### src/design/dgp1_delay.sv
// dgp1_delay: fixed-depth shift line that keeps face terms in step with the flux lanes
// no package dependency
`timescale 1ns / 1ps
`default_nettype none

module dgp1_delay #(
    parameter int W     = 8,
    parameter int DEPTH = 4
) (
    input  wire logic         i_clk,
    input  wire logic [W-1:0] i_data,
    output logic [W-1:0]      o_data
);

    logic [W-1:0] r_tap [DEPTH];

    // shift by one tap every cycle
    always_ff @(posedge i_clk) begin
        r_tap[0] <= i_data;
        for (int k = 1; k < DEPTH; k++) begin
            r_tap[k] <= r_tap[k-1];
        end
    end

    assign o_data = r_tap[DEPTH-1];

endmodule

`default_nettype wire

### config.mk
export PLATFORM = sky130hd
export DESIGN_NAME = dgp1_delay
export DESIGN_NICKNAME = d
export VERILOG_FILES = /design/src/design/dgp1_delay.sv
export SDC_FILE = /design/constraint.sdc
export NUM_CORES = 1
export LEC_CHECK = 0
export BUFFER_PORTS_ARGS = -buffer_cell sky130_fd_sc_hd__buf_2
export CORE_UTILIZATION = 40
export CTS_CLUSTER_SIZE = 20
export DETAILED_ROUTE_END_ITERATION = 12
export PLACE_DENSITY = 0.65
export SLEW_MARGIN = 20
export SYNTH_ARGS = -nofsm -noshare
export SYNTH_HDL_FRONTEND = slang
export SYNTH_SLANG_ARGS = --single-unit
### constraint.sdc
create_clock -name i_clk -period 1 [get_ports i_clk]
set_input_delay 0.25 -clock i_clk [delete_from_list [all_inputs] [get_ports i_clk]]
set_output_delay 0.25 -clock i_clk [all_outputs]
set_load 0.1 [all_outputs]
==> insert_results.sql, run 1 <==
INSERT INTO impl_metrics (metric_group, metric, value, unit) VALUES
('status', 'run_status', 'finished with violations', ''),
('status', 'violations', 'setup timing', ''),
('placed_design', 'gp_congestion', '0.545', ''),
('setup_path', 'critical_path_cell_count', '1', ''),
('min_path', 'hp-class', 'in -> reg', ''),
('synthesis', 'synthArstFlopShare', '0', ''),
('floorplanning', 'std_cell_rows', '14', ''),
('grt', 'grt_start_max_net_pins', '10', ''),
('timing', 'tightest_slew', '0.0829', 'ns'),
('final_layout', 'biggest_regs', 'r_tap (32)', ''),
('timing', 'min_hold_slack', '0.0456', 'ns'),
('clock_network', 'cts_hold_repair.buffers', '0', ''),
('final_layout', 'post_route_cells_drive_above_1_share', '0.564', ''),
('timing', 'setup_total_negative_slack', '-0.496', 'ns'),
('timing', 'finalCritPeriodShare', '1.07', ''),
('timing', 'final_hold_viol_count', '0', ''),
('setup_path', 'timing.critical_path.cells', 'buf_12', ''),
('min_path', 'holdPathStages', '1', ''),
('synthesis', 'synth-seq-cells', '32', ''),
('setup_path', 'kind_of_critical_path', 'reg -> out', ''),
('final_layout', 'largest_register_ffs', '32', ''),
('grt', 'global_route_wire_length_before_repair', '945', 'um'),
('synthesis', 'yosys.area_share.xor_xnor', '0', ''),
('synthesis', 'synth.mux.area_fraction', '0', ''),
('synthesis', 'yosys.cell_types.count', '1', ''),
('drt', 'routed-via-count', '275', ''),
('final_layout', 'multiInputCombCellCount', '0', ''),
('setup_path', 'timing.rr.start', 'r_tap[2][7]', ''),
('grt', 'track_usage', '0.0842', ''),
('setup_path', 'ff2ff_path_depth', '0', ''),
('power_and_ir_drop', 'cellPowerDensity', '2480', 'nW/um2'),
('synthesis', 'count_of_flip_flops_with_a_built_in_enable_after_synthesis', '0', ''),
('power_and_ir_drop', 'worst_ir_drop_vdd', '1.20', 'mV'),
('final_layout', 'antenna_cells_inserted', '0', ''),
('clock_network', 'cts_tree', 'done', ''),
('setup_path', 'start_kind', 'register', ''),
('clock_network', 'cts_post_setup_buffers_inserted', '0', ''),
('placed_design', 'dp.cells', '64', ''),
('setup_path', 'critical_path.endpoint_type', 'primary output', ''),
('synthesis', 'synth_simple_gate_area_frac', '0', ''),
('clock_network', 'buffer_depth_of_the_longest_clock_path', '2', ''),
('flow_run', 'cap_viol_max_count', '0', ''),
('drt', 'total_wire_length', '536', 'um'),
('clock_network', 'cts-buffers-inserted', '5', ''),
('min_path', 'hold_path_end', 'r_tap[0][6]', ''),
('drt', 'detail_route.iter0.violations', '1', ''),
('min_path', 'holdCritStartpoint', 'i_data[6]', ''),
('synthesis', 'yosys.cell_count.top_type', 'dfxtp_1', ''),
('synthesis', 'synth_top_area_frac', '1.00', ''),
('clock_network', 'clk_pin_slew_worst_paths', '0.08', 'ns'),
('synthesis', 'synth_area_leaders', 'dfxtp_1 100%', ''),
('drt', 'wire_per_inst', '7.55', 'um'),
('grt', 'grt_pass1_vias', '242', ''),
('synthesis', 'synth.yosys.warnings', '0', ''),
('timing', 'clock.fmax', '0.938', 'GHz'),
('timing', 'report.final.setup_viol', '8', ''),
('setup_path', 'cpLargestDelayFamily', 'flip-flops', ''),
('grt', 'grt_remaining_overflow', '0', ''),
('synthesis', 'post_synth_instance_area', '641', 'um2'),
('drt', 'dr.pass1.iters', '2', ''),
('timing', 'unrepaired_setup_endpoints_after_global_routing', 'true', ''),
('floorplanning', 'die_w', '42.0', 'um'),
('synthesis', 'post_synth_fa_ha_maj_area_fraction', '0', ''),
('timing', 'setup_slack', '-0.0658', 'ns'),
('synthesis', 'netlist_instances', '32', ''),
('setup_path', 'critPathArrivalTime', '0.82', 'ns'),
('synthesis', 'synth.top_cells.by_count', '32 x dfxtp_1', ''),
('synthesis', 'syn-num-nets', '41', ''),
('synthesis', 'syn-mean-instance-area', '20.0', 'um2'),
('drt', 'route.detailed.vias_per_inst', '3.87', ''),
('clock_network', 'clock-root-buffer', 'clkbuf_4', '');
## layout by cell type, fill, tap and decap left out, drive strengths merged
master  instances
buf            16
dfxtp          32
clkbuf          7
## area by class of cell
class,instances,area [um2]
fill,111,571
sequential,32,651
tap,16,20.0
clock buffer,7,65.1
timing repair buffer,16,200
## power breakdown
group	switching [mW]	internal, mW	leakage, nW
Clock	0.347	0.398	0.0374
Sequential	0.0226	1.35	0.270
Combinational	0.133	0.0748	0.107
## cells by family (layout without fill, tap and decap cells)
group	Yosys count	after routing
buf+inv	0	23
flops	32	32
## worst max-delay path by stage
stage / startpoint / endpoint / slack, ns
floorplan: r_tap[3][0] / o_data[0] / 0.12
global placement: r_tap[3][1] / o_data[1] / 0.27
detailed placement: r_tap[3][2] / o_data[2] / 0.26
CTS: r_tap[3][2] / o_data[2] / -0.09
global route: r_tap[3][0] / o_data[0] / -0.12
finish: r_tap[3][2] / o_data[2] / -0.07
## layer usage
metal	share of wire	vias to the layer above	GRT usage
li1	-	141	-
met1	0.42	117	0.0886
met2	0.48	15	0.0969
met3	0.071	2	0.0388
met4	0.024	0	0.131
met5	0	-	0
## through the flow
stage | setup slack, ns | util
after global routing | -0.118 | 0.621
final | -0.0658 | 0.621
after CTS | -0.0910 | 0.621
after detailed placement | 0.258 | 0.578
after floorplan | 0.124 | -
after global placement | 0.265 | 0.578
(Power assumes the default switching activity.)
==> run 2, diff against run 1 <==
- SLEW_MARGIN: 20 -> unset
- TNS_END_PERCENT: unset -> 1
==> run 2 against run 1 <==
Effect of this change:
- fmax about the same
- first-iteration DRC count increased by 100%
- via count fell by 2.9%
- largest power group unchanged
- the run still ends with setup timing left
- sequential power about the same
- core utilization stayed put
==> insert_results.sql, run 2 (same netlist as run 1, synthesis figures left out) <==
INSERT INTO impl_metrics (metric_group, metric, value, unit) VALUES
('drt', 'antenna_violating_nets_post_route', '0', ''),
('final_layout', 'multi_input_area', '0', 'um2'),
('grt', 'antenna_found_initial', '0', ''),
('final_layout', 'layout_commonest_cell', 'dfxtp_1', ''),
('setup_path', 'slowest_stage', 'dfxtp_2', ''),
('drt', 'route.detailed.vias_per_inst', '3.76', ''),
('clock_network', 'cts_tree', 'done', ''),
('timing', 'finClkSkew', '0.00534', 'ns'),
('drt', 'wire_per_inst', '7.46', 'um'),
('setup_path', 'critical_path.endpoint_type', 'primary output', ''),
('timing', 'finalCritPeriodShare', '1.07', ''),
('final_layout', 'largest_register_ffs', '32', ''),
('timing', 'final_hold_viol_count', '0', ''),
('placed_design', 'place.port_buffers', '16', ''),
('final_layout', 'biggest_regs', 'r_tap (32)', ''),
('final_layout', 'layout_common_cells', '24 x dfxtp_1, 8 x buf_2, 8 x buf_12, 8 x dfxtp_2, 5 x clkbuf_4', ''),
('floorplanning', 'total_core_area', '1510', 'um2'),
('setup_path', 'critPathArrivalTime', '0.82', 'ns'),
('placed_design', 'post-place-ws', '0.223', 'ns'),
('floorplanning', 'die-area', '1770', 'um2'),
('clock_network', 'cts-buffers-inserted', '5', ''),
('status', 'run_status', 'finished with violations', ''),
('power_and_ir_drop', 'cellPowerDensity', '2470', 'nW/um2'),
('setup_path', 'ff2ff_path_depth', '0', ''),
('floorplanning', 'start_util', '0.425', ''),
('final_layout', 'nFillCells', '107', ''),
('final_layout', 'top_register', 'r_tap', ''),
('grt', 'grt_start_max_net_pins', '10', ''),
('min_path', 'hp-class', 'in -> reg', ''),
('setup_path', 'cp.buffers_inverters', '1', ''),
('final_layout', 'area_growth_syn_to_layout', '46.1', '%'),
('setup_path', 'start_kind', 'register', ''),
('clock_network', 'cts_hold_repair.buffers', '0', ''),
('flow_run', 'cap_viol_max_count', '0', ''),
('timing', 'final_max_slew_viol_count', '0', ''),
('setup_path', 'timing.critical_path.cells', 'buf_12', ''),
('clock_network', 'clk_pin_slew_worst_paths', '0.08', 'ns'),
('timing', 'relSlewSlack', '0.945', ''),
('timing', 'unrepaired_setup_endpoints_after_global_routing', 'true', ''),
('final_layout', 'finalNonFillerCells', '71', ''),
('grt', 'track_usage', '0.0820', ''),
('drt', 'remaining_drc_errors', '0', ''),
('drt', 'total_wire_length', '530', 'um'),
('timing', 'setup_slack', '-0.0664', 'ns'),
('final_layout', 'nNetsFinal', '64', ''),
('timing', 'period_minus_slack', '1.07', 'ns'),
('power_and_ir_drop', 'worst_ir_drop_vdd', '1.33', 'mV'),
('setup_path', 'critical_path_cell_count', '1', ''),
('floorplanning', 'die_w', '42.0', 'um'),
('setup_path', 'kind_of_critical_path', 'reg -> out', ''),
('clock_network', 'buffer_depth_of_the_longest_clock_path', '2', ''),
('placed_design', 'gp_congestion', '0.566', ''),
('drt', 'dr.pass1.iters', '3', ''),
('clock_network', 'cts.htree.levels', '2', ''),
('floorplanning', 'boundaryPins', '17', ''),
('drt', 'routed-via-count', '267', ''),
('setup_path', 'crit_path_max_fanout', '1', ''),
('final_layout', 'layout.area.seq', '651', 'um2'),
('placed_design', 'dp.cells', '64', ''),
('setup_path', 'cpPeakStageDelay', '0.35', 'ns'),
('clock_network', 'cts.sinks', '32', ''),
('final_layout', 'post_route_cells_drive_above_1_share', '0.564', ''),
('final_layout', 'antenna_cells_inserted', '0', ''),
('grt', 'grt_remaining_overflow', '0', ''),
('floorplanning', 'die_h', '42.0', 'um'),
('setup_path', 'cpLargestDelayFamily', 'flip-flops', ''),
('setup_path', 'cp_data_required_time', '0.75', 'ns'),
('final_layout', 'multiInputCombCellCount', '0', ''),
('drt', 'detail_route.iter0.violations', '2', ''),
('min_path', 'holdPathStages', '1', ''),
('grt', 'global_route_wire_length_before_repair', '869', 'um'),
('grt', 'grt_pass1_vias', '229', ''),
('timing', 'report.final.setup_viol', '8', ''),
('status', 'violations', 'setup timing', ''),
('power_and_ir_drop', 'cellLeakagePower', '0.414', 'nW'),
('timing', 'tightest_slew', '0.0832', 'ns'),
('clock_network', 'clock_insertion_delay_worst_skew', '0.30', 'ns'),
('timing', 'clock.fmax', '0.938', 'GHz'),
('clock_network', 'clock-root-buffer', 'clkbuf_4', ''),
('floorplanning', 'std_cell_rows', '14', '');
-- run 2: timing repair --
item / 4_1_cts / 5_1_grt
resized for setup: 7 / 0
setup buffers: 0 / 0
endpoints found under the setup margin: 8 / 8
-- run 2: power by group --
| group | leakage [nW] | total, mW | internal [mW] | switching (mW) |
|---|---|---|---|---|
| Combinational | 0.107 | 0.208 | 0.0747 | 0.133 |
| Clock | 0.0374 | 0.737 | 0.398 | 0.339 |
| Sequential | 0.270 | 1.37 | 1.35 | 0.0227 |
| Total | 0.414 | 2.31 | 1.82 | 0.495 |
-- run 2: per-stage QoR --
stage                     cell area, um2  TNS (ns)  power (mW)  hold WS, ns  utilization
final                                936    -0.504        2.31       0.0480        0.621
after global placement               862         0        1.60        0.310        0.572
after CTS                            936    -0.599        2.34       0.0348        0.621
after floorplan                      642     -1.11        1.51        0.278            -
after detailed placement             862         0        1.61        0.312        0.572
after global routing                 936    -0.848        2.42       0.0154        0.621
-- run 2: area by class of cell --
class / instances / area share
Sequential cell: 32 / 0.695
Clock buffer: 7 / 0.0695
Timing Repair Buffer: 16 / 0.214
Tap cell: 16 / 0.0214
-- run 2: final timing paths --
kind	startpoint	to	slack (ns)
worst max-delay path	r_tap[3][2]	o_data[2]	-0.07
worst max register to register	r_tap[0][3]	r_tap[1][3]	0.60
worst min register to register	r_tap[2][7]	r_tap[3][7]	0.32
worst min-delay path	i_data[2]	r_tap[0][2]	0.05
-- run 2: routing by layer --
layer / global-route usage / wire, um / up-vias
met3: 0.0776 / 45 / 2
met4: 0.0938 / 21 / 0
li1: - / - / 142
met2: 0.100 / 259 / 13
met5: 0 / 0 / -
met1: 0.0698 / 204 / 110
==> run 3, diff against run 2 <==
- CAP_MARGIN: unset -> 30
- CELL_PAD_IN_SITES_DETAIL_PLACEMENT: unset -> 1
- CELL_PAD_IN_SITES_GLOBAL_PLACEMENT: unset -> 1
- PLACE_DENSITY: 0.65 -> 0.75
==> run 3 against run 2 <==
Effect of this change:
- the run still ends with setup timing left
- critical path depth unchanged
- combinational power about the same
- clock skew about the same
- sequential power about the same
- sequential cell count unchanged
- final area decreased by 0.40%
- core utilization decreased by 0.25 points
- first-iteration DRC count increased to 3.0 times the previous value
- final cell count increased by 1.4%
- largest power group unchanged
- hold slack got worse by 0.011 ns
- routed wire length increased by 28%
- count of clock-buffer cells in the layout decreased by 1
==> insert_results.sql, run 3 (same netlist as run 1, synthesis figures left out) <==
INSERT INTO impl_metrics (metric_group, metric, value, unit) VALUES
('drt', 'total_wire_length', '679', 'um'),
('final_layout', 'area_growth_syn_to_layout', '45.5', '%'),
('setup_path', 'start_kind', 'register', ''),
('floorplanning', 'die-area', '1770', 'um2'),
('setup_path', 'critPathArrivalTime', '0.83', 'ns'),
('status', 'violations', 'setup timing', ''),
('setup_path', 'crit_path_max_fanout', '1', ''),
('power_and_ir_drop', 'cellLeakagePower', '0.415', 'nW'),
('timing', 'clock.fmax', '0.927', 'GHz'),
('setup_path', 'kind_of_critical_path', 'reg -> out', ''),
('floorplanning', 'start_util', '0.425', ''),
('grt', 'antenna_found_initial', '0', ''),
('grt', 'gr-usage-met2', '0.153', ''),
('status', 'run_status', 'finished with violations', ''),
('drt', 'route.detailed.vias_per_inst', '4.03', ''),
('final_layout', 'cell_area_after_layout', '932', 'um2'),
('timing', 'final_max_slew_viol_count', '0', ''),
('final_layout', 'post_route_cells_drive_above_1_share', '0.571', ''),
('final_layout', 'final_core_utilization', '0.619', ''),
('grt', 'gr-usage-met1', '0.0891', ''),
('final_layout', 'biggest_regs', 'r_tap (32)', ''),
('drt', 'remaining_drc_errors', '0', ''),
('grt', 'global_route_wire_length_before_repair', '1.15', 'mm'),
('grt', 'grt_pass1_vias', '281', ''),
('grt', 'met3_global_route_usage', '0.0647', ''),
('timing', 'min_hold_slack', '0.0374', 'ns'),
('grt', 'grt_start_max_net_pins', '11', ''),
('setup_path', 'cpPeakStageDelay', '0.35', 'ns'),
('final_layout', 'layout_common_cells', '24 x dfxtp_1, 8 x buf_2, 8 x buf_12, 8 x dfxtp_2, 5 x clkbuf_4', ''),
('final_layout', 'multiInputCombCellCount', '0', ''),
('timing', 'unrepaired_setup_endpoints_after_global_routing', 'true', ''),
('drt', 'dr.pass1.iters', '2', ''),
('flow_run', 'cap_viol_max_count', '0', ''),
('timing', 'finalCritPeriodShare', '1.08', ''),
('setup_path', 'cpLargestDelayFamily', 'flip-flops', ''),
('timing', 'setup_slack', '-0.0791', 'ns'),
('timing', 'report.final.setup_viol', '8', ''),
('power_and_ir_drop', 'cellPowerDensity', '2460', 'nW/um2'),
('placed_design', 'gp_congestion', '0.556', ''),
('setup_path', 'slowest_stage', 'dfxtp_2', ''),
('timing', 'final_hold_viol_count', '0', ''),
('setup_path', 'cp.buffers_inverters', '1', ''),
('final_layout', 'top_register', 'r_tap', ''),
('final_layout', 'finalNonFillerCells', '72', ''),
('floorplanning', 'std_cell_rows', '14', ''),
('timing', 'relSlewSlack', '0.940', ''),
('timing', 'finClkSkew', '0.00583', 'ns'),
('placed_design', 'place.port_buffers', '16', ''),
('clock_network', 'cts-buffers-inserted', '5', ''),
('drt', 'routed-via-count', '290', ''),
('drt', 'antenna_violating_nets_post_route', '0', ''),
('timing', 'tightest_slew', '0.0903', 'ns'),
('final_layout', 'antenna_cells_inserted', '0', ''),
('timing', 'setup_total_negative_slack', '-0.557', 'ns'),
('placed_design', 'dp.cells', '64', ''),
('final_layout', 'layout_commonest_cell', 'dfxtp_1', ''),
('final_layout', 'largest_register_ffs', '32', ''),
('min_path', 'hp-class', 'in -> reg', ''),
('final_layout', 'nNetsFinal', '64', ''),
('clock_network', 'buffer_depth_of_the_longest_clock_path', '2', ''),
('floorplanning', 'total_core_area', '1510', 'um2'),
('timing', 'period_minus_slack', '1.08', 'ns'),
('floorplanning', 'die_h', '42.0', 'um'),
('power_and_ir_drop', 'worst_ir_drop_vdd', '1.28', 'mV'),
('placed_design', 'dpl-instance-area', '862', 'um2'),
('clock_network', 'clock_insertion_delay_worst_skew', '0.30', 'ns'),
('clock_network', 'clk_pin_slew_worst_paths', '0.09', 'ns'),
('clock_network', 'cts_post_setup_buffers_inserted', '0', ''),
('drt', 'detail_route.iter0.violations', '6', ''),
('grt', 'grt_remaining_overflow', '0', ''),
('clock_network', 'cts.htree.levels', '2', ''),
('grt', 'gr-max-usage-layer', 'met2', ''),
('setup_path', 'timing.critical_path.cells', 'buf_12', ''),
('setup_path', 'cp_data_required_time', '0.75', 'ns'),
('clock_network', 'cts.sinks', '32', ''),
('floorplanning', 'boundaryPins', '17', ''),
('clock_network', 'clock-root-buffer', 'clkbuf_4', ''),
('clock_network', 'cts_tree', 'done', ''),
('final_layout', 'multi_input_area', '0', 'um2'),
('floorplanning', 'die_w', '42.0', 'um'),
('setup_path', 'critical_path.endpoint_type', 'primary output', ''),
('grt', 'track_usage', '0.101', ''),
('final_layout', 'nFillCells', '139', ''),
('drt', 'wire_per_inst', '9.43', 'um');
[run 3: area by class of cell]
| class | instances | area (um2) | area share |
|---|---|---|---|
| Clock buffer | 6 | 51.3 | 0.0550 |
| Clock inverter | 2 | 10.0 | 0.0107 |
| Sequential cell | 32 | 651 | 0.698 |
| Tap cell | 16 | 20.0 | 0.0215 |
| Timing Repair Buffer | 16 | 200 | 0.215 |
[run 3: final timing paths]
check	from	to	slack [ns]	cells past startpoint
setup / recovery	r_tap[3][6]	o_data[6]	-0.08	1
hold / removal	i_data[0]	r_tap[0][0]	0.04	1
setup reg to reg	r_tap[0][2]	r_tap[1][2]	0.59	0
hold reg to reg	r_tap[2][2]	r_tap[3][2]	0.33	0
[run 3: layer usage]
metal	part of all wire	routed length [um]	vias up
li1	-	-	143
met4	0	0	0
met2	0.55	375	15
met3	0.056	38	0
met5	0	0	-
met1	0.39	265	132
[run 3: repair_timing]
action / 4_1_cts / 5_1_grt
hold buffers: 0 / 0
endpoints found under the setup margin: 8 / 8
resized for setup: 7 / 0
[run 3: power breakdown]
part           total, mW  switching, mW  leakage [nW]  internal [mW]
logic              0.209          0.134         0.107         0.0747
registers           1.37         0.0243         0.270           1.35
clock network      0.710          0.376        0.0380          0.334
[run 3: per-stage QoR]
step	total power, mW	worst slack, ns
CTS	2.33	-0.109
floorplan	1.51	-0.159
global placement	1.60	0.239
finish	2.29	-0.0791
global route	2.39	-0.138
detailed placement	1.61	0.210
